**src/hw/rtl/gn2d_pkg.sv**
```systemverilog
// gn2d_pkg: shared constants and types for the 2D gradient noise core.
// No dependencies.
package gn2d_pkg;

    localparam int TABLE_SIZE     = 256;
    localparam int FRAC_BITS_DEF  = 16;
    localparam int COORD_W        = 32;

    localparam logic [1:0] OP_LOAD_PERM = 2'd0;
    localparam logic [1:0] OP_LOAD_GRAD = 2'd1;
    localparam logic [1:0] OP_EVAL      = 2'd2;

    typedef struct packed {
        logic [1:0]  op;
        logic [7:0]  table_index;
        logic [7:0]  perm_value;
        logic [15:0] grad_x;
        logic [15:0] grad_y;
        logic [31:0] coord_x;
        logic [31:0] coord_y;
    } gn2d_item_t;

endpackage

```
**src/hw/rtl/gn2d_front.sv**
```systemverilog
// gn2d_front: accepts items, classifies them, drops op 3 and pushes the rest into a two-entry queue.
// Depends on gn2d_pkg.
module gn2d_front (
    input  logic                aclk,
    input  logic                aresetn,
    input  logic                in_valid,
    output logic                in_ready,
    input  gn2d_pkg::gn2d_item_t in_item,
    output logic                q_valid,
    input  logic                q_ready,
    output gn2d_pkg::gn2d_item_t q_item
);
    gn2d_pkg::gn2d_item_t buf_reg [2];
    logic       wr_ptr_reg, rd_ptr_reg;
    logic [1:0] cnt_reg;
    logic       push, pop, useful;

    assign useful   = (in_item.op == gn2d_pkg::OP_LOAD_PERM) ||
                      (in_item.op == gn2d_pkg::OP_LOAD_GRAD) ||
                      (in_item.op == gn2d_pkg::OP_EVAL);
    assign in_ready = (cnt_reg != 2'd2);
    assign push     = in_valid && in_ready && useful;
    assign q_valid  = (cnt_reg != 2'd0);
    assign pop      = q_valid && q_ready;
    assign q_item   = buf_reg[rd_ptr_reg];

    always_ff @(posedge aclk) begin
        if (push) begin
            buf_reg[wr_ptr_reg] <= in_item;
        end
        if (!aresetn) begin
            wr_ptr_reg <= 1'b0;
            rd_ptr_reg <= 1'b0;
            cnt_reg    <= 2'd0;
        end else begin
            if (push) wr_ptr_reg <= ~wr_ptr_reg;
            if (pop)  rd_ptr_reg <= ~rd_ptr_reg;
            cnt_reg <= cnt_reg + {1'b0, push} - {1'b0, pop};
        end
    end

    assert property (@(posedge aclk) disable iff (!aresetn) cnt_reg != 2'd3)
        else $error("queue count overflow");
    assert property (@(posedge aclk) disable iff (!aresetn)
        (cnt_reg == 2'd0) |-> !pop) else $error("pop from empty queue");
    assert property (@(posedge aclk) disable iff (!aresetn)
        (cnt_reg == 2'd2) |-> !push) else $error("push into full queue");
endmodule

```
**config.mk**
```make
export PLATFORM = sky130hd
export DESIGN_NAME = gn2d_front
export DESIGN_NICKNAME = d
export VERILOG_FILES = /design/src/hw/rtl/gn2d_pkg.sv /design/src/hw/rtl/gn2d_front.sv
export SDC_FILE = /design/constraint.sdc
export NUM_CORES = 1
export LEC_CHECK = 0
export ABC_AREA = 0
export BUFFER_PORTS_ARGS = -buffer_cell sky130_fd_sc_hd__buf_2
export CORE_UTILIZATION = 30
export CTS_CLUSTER_DIAMETER = 200
export DETAILED_ROUTE_END_ITERATION = 7
export GPL_TIMING_DRIVEN = 0
export SETUP_SLACK_MARGIN = 0.02
export SLEW_MARGIN = 20
export SYNTH_ARGS = -nofsm -noshare
export SYNTH_HDL_FRONTEND = slang
export SYNTH_SLANG_ARGS = --single-unit
```
**constraint.sdc**
```tcl
create_clock -name aclk -period 7.86 [get_ports aclk]
set_clock_uncertainty 0.15 [all_clocks]
set_input_delay 0.393 -clock aclk [delete_from_list [all_inputs] [get_ports aclk]]
set_output_delay 0.393 -clock aclk [all_outputs]
set_load 0.01 [all_outputs]
```
==> results of run 1 <==
## worst paths after layout
| kind | start | to | cells after the start |
|---|---|---|---|
| worst max-delay path | in_item[113] | buf_reg[1][86] | 6 |
| worst max register to register | cnt_reg[0] | buf_reg[1][86] | 4 |
| worst min register to register | rd_ptr_reg | rd_ptr_reg | 2 |
| worst min-delay path | q_ready | rd_ptr_reg | 4 |
## power groups by stage
stage	logic, uW	clock network [uW]	registers [uW]
finish	746	1140	1520
global route	802	1230	1530
CTS	765	1180	1520
detailed placement	716	0	1550
global placement	688	0	1580
floorplan	441	0	1560
## cell usage in the layout, fill, tap and decap left out
cell	instances
sky130_fd_sc_hd__mux2_2	54
sky130_fd_sc_hd__nor2_4	1
sky130_fd_sc_hd__edfxtp_1	228
sky130_fd_sc_hd__clkinvlp_4	2
sky130_fd_sc_hd__buf_6	7
sky130_fd_sc_hd__buf_12	5
sky130_fd_sc_hd__buf_16	2
sky130_fd_sc_hd__a21boi_2	1
sky130_fd_sc_hd__and3_4	1
sky130_fd_sc_hd__a211oi_1	1
sky130_fd_sc_hd__clkbuf_1	7
sky130_fd_sc_hd__bufinv_16	2
sky130_fd_sc_hd__nor3_2	1
sky130_fd_sc_hd__buf_2	238
sky130_fd_sc_hd__and2_1	4
sky130_fd_sc_hd__nand2b_1	2
sky130_fd_sc_hd__nand2_1	4
sky130_fd_sc_hd__mux2i_1	1
sky130_fd_sc_hd__dlygate4sd3_1	115
sky130_fd_sc_hd__clkinv_2	4
sky130_fd_sc_hd__nand3_1	1
sky130_fd_sc_hd__nor2_1	1
sky130_fd_sc_hd__clkinv_1	3
sky130_fd_sc_hd__or2_1	1
sky130_fd_sc_hd__mux2_4	60
sky130_fd_sc_hd__buf_8	1
sky130_fd_sc_hd__nor2b_1	1
sky130_fd_sc_hd__a21oi_1	2
sky130_fd_sc_hd__o21ai_0	1
sky130_fd_sc_hd__clkbuf_16	27
sky130_fd_sc_hd__ha_1	1
sky130_fd_sc_hd__dfxtp_1	5
sky130_fd_sc_hd__xnor2_1	2
## cell type report
class | instances | area (um^2) | share of cell area
multi-input cells | 140 | 1690 | 0.135
well taps | 384 | 480 | 0.0384
repair buffers | 355 | 2470 | 0.198
flip-flops and latches | 233 | 6950 | 0.555
clock buffers | 34 | 702 | 0.0561
clock inverters | 11 | 106 | 0.00850
plain buffers | 13 | 119 | 0.00950
## worst reg2reg max path, stage by stage, from the launching register on
cell and delay, ns:
sky130_fd_sc_hd__dfxtp_1 0.43, sky130_fd_sc_hd__nand2b_1 0.19, sky130_fd_sc_hd__and3_4 0.65, sky130_fd_sc_hd__buf_16 0.32, sky130_fd_sc_hd__buf_12 0.25
## synthesized netlist by cell type
cell                       count  area share
sky130_fd_sc_hd__a211oi_1      1     0.00086
sky130_fd_sc_hd__a21boi_2      1      0.0013
sky130_fd_sc_hd__a21oi_1       2      0.0011
sky130_fd_sc_hd__and2_1        4      0.0029
sky130_fd_sc_hd__and3_1        1     0.00072
sky130_fd_sc_hd__buf_2         5      0.0029
sky130_fd_sc_hd__buf_6         7      0.0090
sky130_fd_sc_hd__buf_8         1      0.0017
sky130_fd_sc_hd__dfxtp_1       5       0.011
sky130_fd_sc_hd__edfxtp_1    228        0.78
sky130_fd_sc_hd__ha_1          1      0.0014
sky130_fd_sc_hd__mux2_2       54       0.070
sky130_fd_sc_hd__mux2_4       60        0.10
sky130_fd_sc_hd__mux2i_1       1      0.0011
sky130_fd_sc_hd__nand2_1       4      0.0017
sky130_fd_sc_hd__nand2b_1      2      0.0014
sky130_fd_sc_hd__nand3_1       1     0.00057
sky130_fd_sc_hd__nor2_1        2     0.00086
sky130_fd_sc_hd__nor2b_1       1     0.00072
sky130_fd_sc_hd__nor3_2        1      0.0011
sky130_fd_sc_hd__o21ai_0       1     0.00057
sky130_fd_sc_hd__or2_1         1     0.00072
sky130_fd_sc_hd__xnor2_1       2      0.0020
## timing repair
item | CTS | global route
setup endpoints to repair | 0 | 0
hold buffers | 115 | 0
hold endpoints to repair | 233 | 0
## metrics by stage
step	hold WS [ns]	power, uW	cells	instance area [um^2]	utilization
after floorplan	0.342	2000	386	8740	-
after global placement	0.419	2260	1003	10400	0.362
after detailed placement	0.430	2260	1010	10600	0.368
after CTS	0.163	3470	1170	12500	0.436
after global routing	0.186	3560	1170	12500	0.436
final	0.192	3410	1170	12500	0.436
## routing by layer
layer | vias up | share of wire | GRT usage
met3 | 31 | 0.089 | 0.0420
met4 | 0 | 0.025 | 0.0321
met5 | - | 0 | 0
met1 | 2314 | 0.39 | 0.127
li1 | 2304 | - | -
met2 | 185 | 0.50 | 0.204
## kinds of logic (layout without fill, tap and decap cells)
group	after synthesis	in the layout	synth area share
flip-flops	233	233	0.795
multiplexers	115	115	0.174
AND/OR/NAND/NOR	17	17	0.0107
buffers and inverters	13	413	0.0136
AO/OA/AOI/OAI	5	5	0.00386
XOR/XNOR	2	2	0.00200
adder cells (fa/ha/maj)	1	1	0.00143
==> summary by stage, run 1 <==
Status
The flow ran to the end, and the final reports show no timing, DRC or antenna violations.

Routing
The final routed wire length divided by cell count is 15.0 um. The wire length after detailed routing is 17,500 um. The total number of vias is 4,834. The count of routing violations after the opening detailed-route iteration is 160.

The detail route stage leaves a number of antenna-violating nets equal to 0. Using the TritonRoute via totals, the vias-per-cell ratio works out to 4.13. The first-pass detailed-route iteration total is 4. The detailed-route DRC error count is 0.

GRT
The first-pass GRT wire length is 26,900 um. The number of antenna violations at the first check in global routing is 0. In the global route stage, overall resource usage came out at 0.114. The aggregate global routing overflow is 0. The pin count of the biggest net entering global routing is 46. The via count of the first global-routing pass came to 5,175.

Worst setup path
At the worst endpoint, the required time is 7.92 ns. For this design, the slowest cell found on the critical path is sky130_fd_sc_hd__and3_4. The critical path's top delay family is buffers and inverters. The endpoint type of the worst setup path is a register.

The data arrival time of the worst path is 2.59 ns. Counting both buffers and inverters, the worst setup path holds a total of 4. The signal on the critical path passes through dlygate4sd3_1, buf_2, a21boi_2, and3_4, buf_16, buf_12. The kind of launch point of the worst setup path is a primary input. In this run the worst path has a maximum fanout of 45. The critical path is of the primary input to register type. The reg-to-reg setup timing slack is 5.54 ns. The delay of the slowest cell on the worst path is 0.69 ns.

Clock tree
Post-CTS repair changed the size of 0 cells. Buffers added to address setup during post-CTS repair amount to 0. The number of buffers created by CTS is 26. In this run the number of H-tree levels came out at 1.

The clock root buffer is sky130_fd_sc_hd__clkbuf_16. The CTS sink count is 233. The clock transition at the registers of the reported paths is 0.06 ns.

The source-to-sink clock delay at the later pin of the worst-skew pair is 0.52 ns. The clock tree from TritonCTS is built. In this run the deepest clock path goes through 3 buffers.

Timing
Setup violations remaining at the end of the flow were counted as 0. The worst pin sits at a relative slew slack of 0.531. The setup TNS is 0 ns. Counting I/O delays and the setup requirement, the final critical path takes 2.53 ns. Setup repair after global routing left no endpoint under its margin. The transition at the pin with the smallest max-transition slack is 0.704 ns. The number of slew-limit violations in the final report was 0. The number of endpoints with negative hold slack in the final report is 0. The top achievable clock speed is 395 MHz. Once routing completed, OpenROAD measured the worst setup slack at 5.33 ns. In the finished design, the share of the clock period the worst path needs comes to 0.322.

Floorplan
The die covers 29,800 um^2. The y dimension of the die is 173 um. The number of placement rows is 62.

The total area inside the core boundary comes to 28,700 um^2. The floorplan die width is 173 um. The starting utilization of the core area is 0.305.

234 I/O pins were placed.

Synthesis
A synthesized cell averages 22.6 um^2. The distinct cell type count of the synthesized netlist is 23. The mapped netlist covers 8740 um^2.

During synthesis, Yosys emitted a total of 0 warnings. Counting flops and latches in the post-synthesis netlist gives 233. The net count of the mapped netlist is 505.

The post-synthesis sequential area ratio is 0.795. After technology mapping, the gate count stands at 386.

Final layout
0 antenna diodes ended up in the layout. The filler cell count in the final layout is 2,584. The register with the most flip-flops in the layout has 228 of them. The share of layout cells above drive strength 1 is 0.517.

The net count reported at finish is 888. Relative to the synthesized area, the layout overhead comes to 43.2%.

Power
The clock network fraction of design power is 0.335. For this design the static power due to leakage is 0.00477 uW. Internal power comes to 2580 uW. Of the total power, the share spent switching nets is 0.245. The share of total power dissipated in sequential elements is 0.446. Dividing total power by cell area gives a power density of 273 nW/um^2. The power dissipated by switching net loads is 836 uW. The worst vdd rail ir drop is 0.177 mV. The share of total power dissipated in combinational logic is 0.219.

Place
Timing analysis after detailed placement gives a worst setup slack of 5.27 ns. The congestion estimate from routability-driven global placement came to 0.658. The number of port buffers is 233.

After legalization and detailed placement, the total HPWL measured 11,200 um.

Hold path
In this run the worst hold path is classified as primary input to register.

Run
The tool flagged a number of max-cap violations equal to 0.
Note: power is estimated with default switching activity, not from simulation.
==> run 2: changes to the inputs <==
==> constraint.sdc (replaced) <==
create_clock -name aclk -period 2.1 [get_ports aclk]
set_clock_uncertainty 0.15 [all_clocks]
set_input_delay 0.105 -clock aclk [delete_from_list [all_inputs] [get_ports aclk]]
set_output_delay 0.105 -clock aclk [all_outputs]
set_load 0.01 [all_outputs]
==> run 2 against run 1 <==
Effect of this change:
- clock-buffer cell count is 4 higher
- flip-flop and latch count did not move
- die area unchanged
- highest routed layer unchanged
- clock power increased to 3.6 times the previous value
- worst setup slack lost 5.3 ns
- core utilization is 0.33 points higher
==> summary by stage, run 2 (synthesized netlist as in run 1, its figures left out) <==
Floorplan
The number of top-level pins is 234. The core region is 28,700 um^2. The y dimension of the die is 173 um. The area enclosed by the die boundary is 29,800 um^2. The starting utilization of the core area is 0.305. In this run the horizontal extent of the chip is 173 um.

The initialized floorplan defines 62 standard-cell rows.

Place
The number of placed instances, taps included, is 1,010. In this run the tool buffered the top-level ports with 233 buffer cells. The placement-stage cell area is 10,600 um^2. The detailed placement HPWL is 11,500 um.

The final RePlAce weighted congestion is 0.688.

Routing
In the routed layout, each cell is associated on average with a via count of 4.13. After detailed routing, the average wire length per cell comes to 15.4 um. The first-pass detailed-route iteration total is 4.

The detailed-route DRC error count is 0. Detailed routing inserted a total of 4,868 vias. After detailed routing, the total wire length is 18,200 um. The detailed router finished its first iteration with 177 violations. The count of nets left with antenna violations after detail routing is 0.

Final layout
The library cells used most frequently in the layout, excluding fill and tap cells, are sky130_fd_sc_hd__buf_2, sky130_fd_sc_hd__edfxtp_1, sky130_fd_sc_hd__dlygate4sd3_1. Relative to the synthesized area, the layout overhead comes to 44.2%. The register with the most flip-flops in the layout has 228 of them. The net count reported at finish is 895.

The multi-input gate area in the final layout is 1720 um^2. Leaving out filler cells and counting taps, the final layout contains 1,180. The sequential cells in the finished layout cover a total of 6950 um^2. The number of antenna diodes in the final layout is 0. The share of layout cells above drive strength 1 is 0.521.

After routing the design area is 12,600 um^2. The most common cell after layout, fill and taps aside is sky130_fd_sc_hd__buf_2. Fill cells in the final layout number 2,611.

Timing
On the final layout, the worst hold slack is 0.0904 ns. The setup TNS is 0 ns. The number of endpoints with negative hold slack in the final report is 0. The transition at the pin with the smallest max-transition slack is 0.536 ns. The final-report setup violation count is 0. Setup repair after global routing could not meet its margin everywhere. The top achievable clock speed is 492 MHz. The remaining max-slew budget at the tightest pin is 0.640. The worst path needs 2.03 ns of the cycle, external delays included. The number of slew-limit violations in the final report is 0.

The post-route clock period utilization is 0.968.

Run
The tool flagged a number of max-cap violations equal to 0.

Worst setup path
For the worst setup path, the data required time is 1.85 ns. The count of buffer and inverter cells on the critical path is 4. The critical path in this run is classified as register to primary output.

The critical path's top delay family is buffers and inverters. The worst setup path is launched from a register. On the worst path, the slowest cell contributes a delay of 0.32 ns. The signal on the critical path passes through buf_6, buf_12, buf_6, mux2_4, buf_2. The endpoint type of the worst setup path is a primary output. For the worst setup path, the data arrival time is 1.78 ns. The largest individual stage delay along the critical path comes from the cell sky130_fd_sc_hd__dfxtp_2.

The worst register-to-register path has a setup slack of 0.14 ns. The highest net fanout along the worst path is 10. The most repeated library cell on the critical path is sky130_fd_sc_hd__buf_6.

GRT
The first-pass GRT wire length is 28,500 um. The total routing resource utilization after global routing is 0.121. The via count of the first global-routing pass was 5,242. Entering global routing, the biggest net connects 43 pins.

The number of antenna violations at the first check in global routing is 0. The total overflow left after global routing is 0.

Power
IR analysis of the VDD net gives a maximum drop of 0.659 mV. For this design the static power due to leakage is 0.00482 uW. Summing internal, switching and leakage power gives 12,700 uW.

The power density over the cells is 1010 nW/um^2.

Hold path
The type of the most critical hold path is primary input to register.

Status
The run finished with clean final reports.

Clock tree
The number of buffers created by CTS is 26. The clock tree from TritonCTS is built. The H-tree depth is 1. Clock-pin slew was measured on the worst setup and hold paths at 0.06 ns. The CTS sink count is 233.

At the later pin of the worst-skew pair, clock insertion delay measures 0.52 ns. In this run the clock root is driven by a sky130_fd_sc_hd__clkbuf_16. In this run the deepest clock path goes through 3 buffers.
[run 2: changes by cell type in the layout (fill, tap and decap cells not counted), sizes merged]
cell,previous run,this run
clkinv,7,9
clkinvlp,2,1
clkbuf,34,39
bufinv,2,0
buf,253,255
and3,1,3
dlygate4sd3,115,117
[run 2: final timing paths]
kind                startpoint              to  cells after the start
hold reg to reg     rd_ptr_reg        register                      2
setup reg to reg    cnt_reg[0]  buf_reg[1][90]                      4
setup / recovery      register      q_item[69]                      5
hold / removal    in_item[113]      cnt_reg[1]                      5
[run 2: area by class of cell]
| type | instances | share of cell area |
|---|---|---|
| multi-input combinational | 142 | 0.136 |
| sequential | 233 | 0.551 |
| tap | 384 | 0.0381 |
| buffer | 13 | 0.0117 |
| clock buffer | 38 | 0.0584 |
| timing repair buffer | 360 | 0.200 |
| clock inverter | 10 | 0.00407 |
[run 2: through the flow]
step / setup WS, ns / utilization
6_report: 0.0679 / 0.439
5_1_grt: -0.0144 / 0.439
4_1_cts: -0.00334 / 0.438
3_5_place_dp: -0.294 / 0.369
3_3_place_gp: -1.97 / 0.363
2_1_floorplan: -0.754 / -
[run 2: report_power, final]
part           internal [uW]  switching [uW]  total [uW]
Sequential              5600             109        5700
Clock                   2420            1720        4140
Combinational           1540            1340        2880
[run 2: per-layer routing]
metal / share of wire / track usage / wire (um)
met5: 0 / 0 / 0
met1: 0.39 / 0.136 / 7150
met3: 0.070 / 0.0328 / 1280
met2: 0.51 / 0.222 / 9360
met4: 0.022 / 0.0354 / 405
[run 2: worst min-delay path, cell delays in order]
cell and delay (ns):
sky130_fd_sc_hd__buf_2 0.09, sky130_fd_sc_hd__a21boi_2 0.14, sky130_fd_sc_hd__a21oi_1 0.20, sky130_fd_sc_hd__nor3_2 0.07, sky130_fd_sc_hd__mux2i_1 0.11
[run 2: what timing repair did]
item / CTS / global route
endpoints found under the setup margin: 146 / 118
pin swaps: 1 / 1
setup buffers: 1 / 2
resized for setup: 3 / 6
hold endpoints to repair: 233 / 0
hold buffers: 117 / 0
cloned: 2 / 0
